`config.mk`:
```
export PLATFORM = sky130hd
export DESIGN_NAME = b36a_ctrl
export DESIGN_NICKNAME = d
export VERILOG_FILES = /design/src/hdl/b36a_pkg.sv /design/src/hdl/b36a_ctrl.sv
export SDC_FILE = /design/constraint.sdc
export NUM_CORES = 1
export LEC_CHECK = 0
export ABC_AREA = 1
export CAP_MARGIN = 40
export CORE_AREA = 2 2 39 41
export DETAILED_ROUTE_END_ITERATION = 7
export DIE_AREA = 0 0 41 43
export DONT_BUFFER_PORTS = 1
export HOLD_SLACK_MARGIN = 0.08
export MAX_ROUTING_LAYER = met4
export SYNTH_ARGS = -nofsm -noshare
export SYNTH_HDL_FRONTEND = slang
export SYNTH_SLANG_ARGS = --single-unit
```
`constraint.sdc`:
```
create_clock -name clk -period 1.3 [get_ports clk]
set_input_delay 0.065 -clock clk [delete_from_list [all_inputs] [get_ports clk]]
set_output_delay 0.065 -clock clk [all_outputs]
set_load 0.02 [all_outputs]
```
`src/hdl/b36a_pkg.sv`:
```
// Shared types, constants and helper functions of the base-36 ASCII converter.
package b36a_pkg;

    localparam int VALUE_W   = 64;
    localparam int COUNT_W   = 4;
    localparam int CHUNK_W   = 16;
    localparam int REM_W     = 6;
    localparam int CHAR_W    = 7;
    localparam int CHUNKS    = VALUE_W / CHUNK_W;
    localparam int CHUNK_IW  = $clog2(CHUNKS);

    // Reciprocal of 9 scaled by 2**23, rounded up. For every 20-bit y the
    // product y * RECIP9 shifted right by RECIP_SH is exactly y / 9.
    localparam logic [19:0] RECIP9   = 20'd932068;
    localparam int          RECIP_SH = 23;

    localparam logic [CHAR_W-1:0] ASCII_ZERO = 7'd48;
    localparam logic [CHAR_W-1:0] ASCII_A    = 7'd65;
    localparam logic [REM_W-1:0]  DEC_DIGITS = 6'd10;

    typedef enum logic [1:0] {
        ST_IDLE,
        ST_DIVIDE,
        ST_EMIT
    } state_t;

    // Commands from the controller to the datapath.
    typedef struct packed {
        logic load;
        logic step;
        logic emit_start;
        logic emit;
    } b36a_cmd_t;

    // Status from the datapath to the controller.
    typedef struct packed {
        logic value_ok;
        logic chunk_last;
        logic quot_zero_next;
        logic count_last;
        logic emit_last;
        logic out_free;
    } b36a_status_t;

    // Map a digit value 0..35 to its ASCII character.
    function automatic logic [CHAR_W-1:0] digit_to_ascii(input logic [REM_W-1:0] d);
        logic [CHAR_W-1:0] d7;
        d7 = {1'b0, d};
        if (d < DEC_DIGITS)
        begin
            return ASCII_ZERO + d7;
        end
        return ASCII_A + (d7 - {1'b0, DEC_DIGITS});
    endfunction

endpackage

```
`src/hdl/b36a_ctrl.sv`:
```
// Controller state machine that sequences division steps and character output.
module b36a_ctrl
(
    input  logic                  clk,
    input  logic                  rst_n,
    input  logic                  s_tvalid,
    output logic                  s_tready,
    input  b36a_pkg::b36a_status_t status,
    output b36a_pkg::b36a_cmd_t    cmd
);
    import b36a_pkg::*;

    state_t state_reg;
    state_t state_next;

    always_ff @(posedge clk or negedge rst_n)
    begin
        if (!rst_n)
        begin
            state_reg <= ST_IDLE;
        end
        else
        begin
            state_reg <= state_next;
        end
    end

    always_comb
    begin
        state_next = state_reg;
        cmd        = '0;
        s_tready   = 1'b0;
        case (state_reg)
            ST_IDLE:
            begin
                s_tready = 1'b1;
                if (s_tvalid)
                begin
                    cmd.load = 1'b1;
                    if (status.value_ok)
                    begin
                        state_next = ST_DIVIDE;
                    end
                end
            end
            ST_DIVIDE:
            begin
                cmd.step = 1'b1;
                if (status.chunk_last && (status.quot_zero_next || status.count_last))
                begin
                    cmd.emit_start = 1'b1;
                    state_next     = ST_EMIT;
                end
            end
            ST_EMIT:
            begin
                if (status.out_free)
                begin
                    cmd.emit = 1'b1;
                    if (status.emit_last)
                    begin
                        state_next = ST_IDLE;
                    end
                end
            end
            default:
            begin
                state_next = ST_IDLE;
            end
        endcase
    end

endmodule

```
## Yosys cells after proc, flatten, opt, wreduce, memory -nomap -nowiden

Cells that the tools add are included.

- Multiplexer cells: 13
- Reductions and logical operators: 4
- Equality and inequality tests: 7

Operators with widths:

| operator | count |
|---|---|
| 2-to-1 mux 2 bit | 6 |
| inequality test 2 bit (second input constant) | 5 |
| 2-to-1 mux 1 bit | 6 |
| one-hot mux 2 bit (3 select lines) | 1 |
| AND reduction 5 bit | 1 |
| equality test 2 x 1 -> 1 bit (second input constant) | 1 |
| equality test 2 bit (second input constant) | 1 |
| logical NOT 2 bit | 1 |
| logical AND 1 bit | 1 |
| logical OR 1 bit | 1 |

- Word-level logic and storage cells: 25
- Output and inout bits: 5
- Input port bits: 9
- Bits in registers: 2

## Logic depth before layout (Yosys ltp)

Gate-level depths: netlist (run 1).

- Depth in word-level cells: 4
- Depth in mapped cells: 4
- Mapped depth without buffers: 4

## Worst setup path before layout (run 1)

OpenSTA, ideal clock, no wires.

- Path kind: flip-flop to output port
- Start point: register state_reg[1]
- End point: output port cmd[3] (netlist bit)
- Data required time: 1.235 ns
- Stages on the path, launching flop included: 2
- Slack: 0.261 ns
- Buffers on the path: 0
- Arrival time: 0.974 ns
- Path through: dfrtp_1 -> nor3b_1

RTL lines:

| item | line | RTL |
|---|---|---|
| start, declared | b36a_ctrl.sv:13 | `state_t state_reg;` |
| start signal, assigned | b36a_ctrl.sv:24 | `state_reg <= state_next;` |
| end, declared | b36a_ctrl.sv:9 | `output b36a_pkg::b36a_cmd_t cmd` |

## Worst setup path in the final report (run 1)

- Start point: input port status[4] (netlist bit)
- End point: register state_reg[0]

- Word-level cells in the longest chain between the ends: 3

Ends and longest elaborated chain:

| item | line | RTL |
|---|---|---|
| start, declared | b36a_ctrl.sv:8 | `input b36a_pkg::b36a_status_t status,` |
| logical AND 1 bit | b36a_ctrl.sv:49 | `if (status.chunk_last && (status.quot_zero_next \|\| status.count_last))` |
| inequality test 2 bit (no line) | n/a |  |
| AND reduction 5 bit (no line) | n/a |  |

No other way between the ends.
A chain may end at the register's enable or synchronous reset.

==> flow_summary.json, run 1 <==
{
  "status": "complete, no violations",
  "yosys.area_share.simple": 0.4955,
  "portBuffers": 0,
  "synth_cells": 19,
  "r2r-start": "state_reg[1]",
  "min_path_cells": 4,
  "irDropWorstVdd_uv": 301.4,
  "synth-edff-count": 0,
  "yosys.area_share.adder": 0,
  "powerDensity_mw_per_mm2": 1817,
  "grt.busiest_layer": "met4",
  "r2r-end": "state_reg[1]",
  "r2r_slack_ps": 400,
  "crit_chain": "dlygate4sd3_1 > o21ai_1 > dlygate4sd3_1 > nand2_1 > nand2_1",
  "slew_headroom": 0.8612,
  "min_to": "state_reg[1]",
  "largest_register_ffs": 2,
  "vias": 165,
  "start_util": 0.1004,
  "synth_warnings": 0,
  "gp_congestion": 0.4778,
  "overflow": 0,
  "die_area_mm2": 0.001763,
  "path_max_fanout": 2,
  "start_kind": "input pin",
  "clkSlewWorstSetupHoldPaths_ps": 30,
  "synth_most_common_cell": "nand2_1",
  "use_met2": 0.08750,
  "max_freq_ghz": 0.8016,
  "drc": 0,
  "yosys_most_used_dff": "dfrtp_1",
  "cp_slowest_stage_delay_ps": 560,
  "grt_pass1_vias": 167,
  "finClkSkew_ps": 1.611,
  "synth-async-reset-ratio": 1.000,
  "die_w_um": 41,
  "slowest_stage": "dlygate4sd3_1",
  "numCtsBuffers": 3,
  "clockBufferDepth": 2,
  "worstPathRequired_ps": 1410,
  "fp.dieH_um": 43,
  "final_antenna_net_count": 0,
  "wl_per_cell_um": 7.816,
  "finalHoldViolations": 0,
  "min_from": "status[2]",
  "synth_seq_cells": 2,
  "finalSetupViolCount": 0,
  "slew_viol_final": 0,
  "synth_area_um2": 138.9,
  "synth-seq-area-share": 0.3604,
  "dr.pass1.iters": 1,
  "critPathArrivalTime_ps": 1360,
  "core_area_mm2": 0.001384,
  "crit_buf_inv": 2,
  "synthMuxAreaShare": 0,
  "vias_per_cell": 3.367,
  "cts_sinks": 2,
  "ff2ff_path_depth": 3,
  "io_pins": 14,
  "syn_nets": 28,
  "rsz0062_at_grt": "false",
  "synth_area_per_cell_um2": 7.310,
  "synth_top_area_frac": 0.3604,
  "htree_num_levels": 1,
  "grt_pass1_wl_um": 531,
  "report.power.total_uw": 520.8,
  "hold_slack_ps": 94.87,
  "synth_top_family_by_area": "simple AND/OR/NAND/NOR gates",
  "p_leak_uw": 0.0001405,
  "worstMarginPinSlew_ps": 207.7,
  "synth_cell_types": 11,
  "synth.area.top_cells": "dfrtp_1 (36%), nand2_1 (14%), nor2_4 (8.1%), nand3_1 (7.2%), nand3_2 (7.2%)",
  "worstSkewPairLatency_ps": 220,
  "min_period_ps": 1247,
  "drv_cap": 0,
  "root_buffer": "clkbuf_4",
  "insertedDiodeCount": 0,
  "synth.cells.most_frequent": "nand2_1 (5), dfrtp_1 (2), inv_1 (2), inv_2 (2), nand3_1 (2)",
  "final_layout_size_suffix_gt1_frac": 0.3030,
  "final_util": 0.2071,
  "syn2layout_area_growth_pct": 106.3,
  "grt_use_met3": 0.01571,
  "hold_class": "in -> reg",
  "grt_max_degree": 6,
  "core.rowCount": 14,
  "crit_type": "in -> reg",
  "fin_nets": 44,
  "fin_tns_setup_ps": 0,
  "synth_xor_area_frac": 0,
  "grt_usage": 0.05852,
  "cts_tree": "done",
  "drtIter0Drc": 0,
  "synth-compound-area-share": 0.03604,
  "dp_hpwl_um": 277.6,
  "period_share": 0.9596,
  "wirelength_um": 383,
  "antenna_found_initial": 0,
  "cp_top_family": "buffers and inverters",
  "critPathCaptureType": "flip-flop",
  "use_met1": 0.02556,
  "synth_top_cell_by_area": "dfrtp_1"
}
## metal layers
layer,up-vias,wire length (um)
met5,-,0
met3,0,28
li1,87,-
met1,71,129
met2,7,226
met4,0,0
## worst min-delay path, cell delays in order
cell	delay (ps)
inv_1	30
nand2_1	50
nand3_2	80
nand2_1	40
## cell type report
type | instances | area [um^2]
fill | 162 | 1097
timing repair buffer | 11 | 105.1
sequential | 2 | 50.05
clock buffer | 3 | 22.52
tap | 16 | 20.02
inverter | 4 | 15.01
multi-input combinational | 13 | 73.82
## repair_timing
item,in CTS,in global routing
hold buffers,9,0
hold endpoints to repair,4,0
gates resized for setup,0,1
endpoints found under the setup margin,0,1
buffers inserted,0,0
## placed cells by master, fill, tap and decap left out
| cell | netlist | layout |
|---|---|---|
| dlygate4sd3_1 | 0 | 9 |
| nand2_1 | 5 | 5 |
| clkbuf_4 | 0 | 3 |
| inv_2 | 2 | 2 |
| inv_1 | 2 | 2 |
| nand3_1 | 2 | 2 |
| buf_4 | 0 | 2 |
| dfrtp_1 | 2 | 2 |
| nor2_4 | 1 | 1 |
| nand3_2 | 1 | 1 |
| and3_2 | 1 | 1 |
| nor3b_1 | 1 | 1 |
| o21ai_1 | 0 | 1 |
| nor2_1 | 1 | 1 |
## through the flow
step	cells	area [um^2]	worst slack, ps
after global routing	49	286.5	4.479
after global placement	37	173.9	345.6
after floorplan	19	138.9	261.2
final	49	286.5	52.55
after CTS	49	286.5	28.62
after detailed placement	37	173.9	344.3
## where the power goes
part	total (uW)	switching, uW	internal [uW]
logic	260	159	102
clock network	137	35.0	102
registers	124	33.8	89.7
total	521	227	293
## logic make-up (layout without fill, tap and decap cells)
| group | after synthesis | in the layout |
|---|---|---|
| AOI/OAI and AO/OA | 1 | 1 |
| buffers and inverters | 4 | 18 |
| and+or+nand+nor | 12 | 12 |
| DFF | 2 | 2 |
## worst max-delay path by stage
stage / endpoint / from / cells past startpoint / slack, ps
floorplan: cmd[3] / state_reg[1] / 1 / 260
global placement: cmd[1] / state_reg[1] / 3 / 350
detailed placement: cmd[1] / state_reg[1] / 3 / 340
CTS: state_reg[0] / status[4] / 5 / 30
global route: state_reg[0] / status[4] / 5 / 4
finish: state_reg[0] / status[4] / 5 / 50
(Power assumes the default switching activity.)
==> run 2: changes to the inputs <==
Settings changed: CELL_PAD_IN_SITES_DETAIL_PLACEMENT from default to 1, CELL_PAD_IN_SITES_GLOBAL_PLACEMENT from default to 1, PLACE_DENSITY_LB_ADDON from default to 0.1.
==> flow_summary.json, run 2 (synthesis gave the netlist of run 1 again) <==
{
  "clkSlewWorstSetupHoldPaths_ps": 30,
  "use_met2": 0.1031,
  "slew_headroom": 0.8620,
  "worstSkewPairLatency_ps": 220,
  "grt_pass1_vias": 218,
  "use_met1": 0.05466,
  "drv_cap": 0,
  "critPathArrivalTime_ps": 1390,
  "dr.pass1.iters": 2,
  "numCtsBuffers": 3,
  "start_kind": "input pin",
  "dp_hpwl_um": 353.4,
  "final_antenna_net_count": 0,
  "min_period_ps": 1226,
  "slowest_stage": "dlygate4sd3_1",
  "report.power.total_uw": 525.5,
  "rsz0062_at_grt": "false",
  "root_buffer": "clkbuf_4",
  "final_layout_size_suffix_gt1_frac": 0.3030,
  "die_area_mm2": 0.001763,
  "drtIter0Drc": 1,
  "finClkSkew_ps": 0.6041,
  "hold_class": "in -> reg",
  "p_leak_uw": 0.0001494,
  "worstPathRequired_ps": 1460,
  "die_w_um": 41,
  "status": "complete, no violations",
  "grt_use_met3": 0.03141,
  "critPathCaptureType": "flip-flop",
  "drc": 0,
  "vias_per_cell": 3.551,
  "htree_num_levels": 1,
  "start_util": 0.1004,
  "fin_tns_setup_ps": 0,
  "r2r_slack_ps": 380,
  "crit_chain": "dlygate4sd3_1 > o21ai_1 > dlygate4sd3_1 > nand2_1 > nand2_1",
  "finalSetupViolCount": 0,
  "min_path_cells": 4,
  "cts_tree": "done",
  "cts_sinks": 2,
  "wl_per_cell_um": 9.449,
  "path_max_fanout": 2,
  "wirelength_um": 463,
  "io_pins": 14,
  "clockBufferDepth": 2,
  "crit_type": "in -> reg",
  "largest_register_ffs": 2,
  "grt_pass1_wl_um": 752,
  "fp.dieH_um": 43,
  "mostFrequentLayoutCell": "dlygate4sd3_1",
  "core_area_mm2": 0.001384,
  "portBuffers": 0,
  "core.rowCount": 14,
  "overflow": 0,
  "grt_max_degree": 6,
  "antenna_found_initial": 0,
  "powerDensity_mw_per_mm2": 1818,
  "gp_congestion": 0.5301,
  "worstMarginPinSlew_ps": 206.5,
  "finalHoldViolations": 0,
  "period_share": 0.9432,
  "fin_area_um2": 289.0,
  "grt.busiest_layer": "met2",
  "vias": 174,
  "syn2layout_area_growth_pct": 108.1,
  "ff2ff_path_depth": 3,
  "irDropWorstVdd_uv": 341.8,
  "fin_nets": 44,
  "insertedDiodeCount": 0,
  "final_util": 0.2089,
  "hold_slack_ps": 107.7,
  "max_freq_ghz": 0.8155,
  "slew_viol_final": 0,
  "layout_common_cells": "dlygate4sd3_1 (8), nand2_1 (5), clkbuf_4 (3)",
  "grt_usage": 0.06996,
  "cp_slowest_stage_delay_ps": 560,
  "place_area_um2": 173.9
}
run 2: cell count changes in the layout (fill, tap and decap cells not counted):
cell,change
dlymetal6s4s_1,+1
dlygate4sd3_1,-1
run 2: final timing paths:
kind,start,endpoint
worst max-delay path,status[3],state_reg[0]
worst min-delay path,status[2],state_reg[1]
worst max register to register,state_reg[1],state_reg[1]
worst min register to register,state_reg[0],state_reg[0]
max in group asynchronous,rst_n,state_reg[1]
min in group asynchronous,rst_n,state_reg[0]
run 2: worst max-delay path: cells and delay by family:
kind	cells	cell delay [ps]
buffers and inverters	2	1090
AND/OR/NAND/NOR	2	120
AO/OA/AOI/OAI	1	110
run 2: routing by layer:
metal,share of wire,up-vias
met5,0,-
met4,0,0
met3,0.082,0
met2,0.56,8
met1,0.36,78
li1,-,88
run 2: cell type report:
cell class,instances,area [um^2]
Fill cell,173,1095
Clock buffer,3,22.52
Multi-Input combinational cell,13,73.82
Tap cell,16,20.02
Sequential cell,2,50.05
Timing Repair Buffer,11,107.6
Inverter,4,15.01
run 2: stage by stage:
step,std cells,worst slack [ps]
floorplan,19,261.2
finish,49,73.79
global route,49,27.69
detailed placement,37,341.6
CTS,49,32.93
global placement,37,341.9
run 2: what timing repair did:
action                                  CTS  global route
endpoints found under the setup margin    0             1
gates resized for setup                   0             2
endpoints found under the hold margin     4             0
hold buffers                              9             0
buffers inserted                          0             0
run 2: where the power goes:
part           internal, uW  switching [uW]
clock network           102            33.6
logic                   102             161
registers              89.7            36.7
total                   294             232
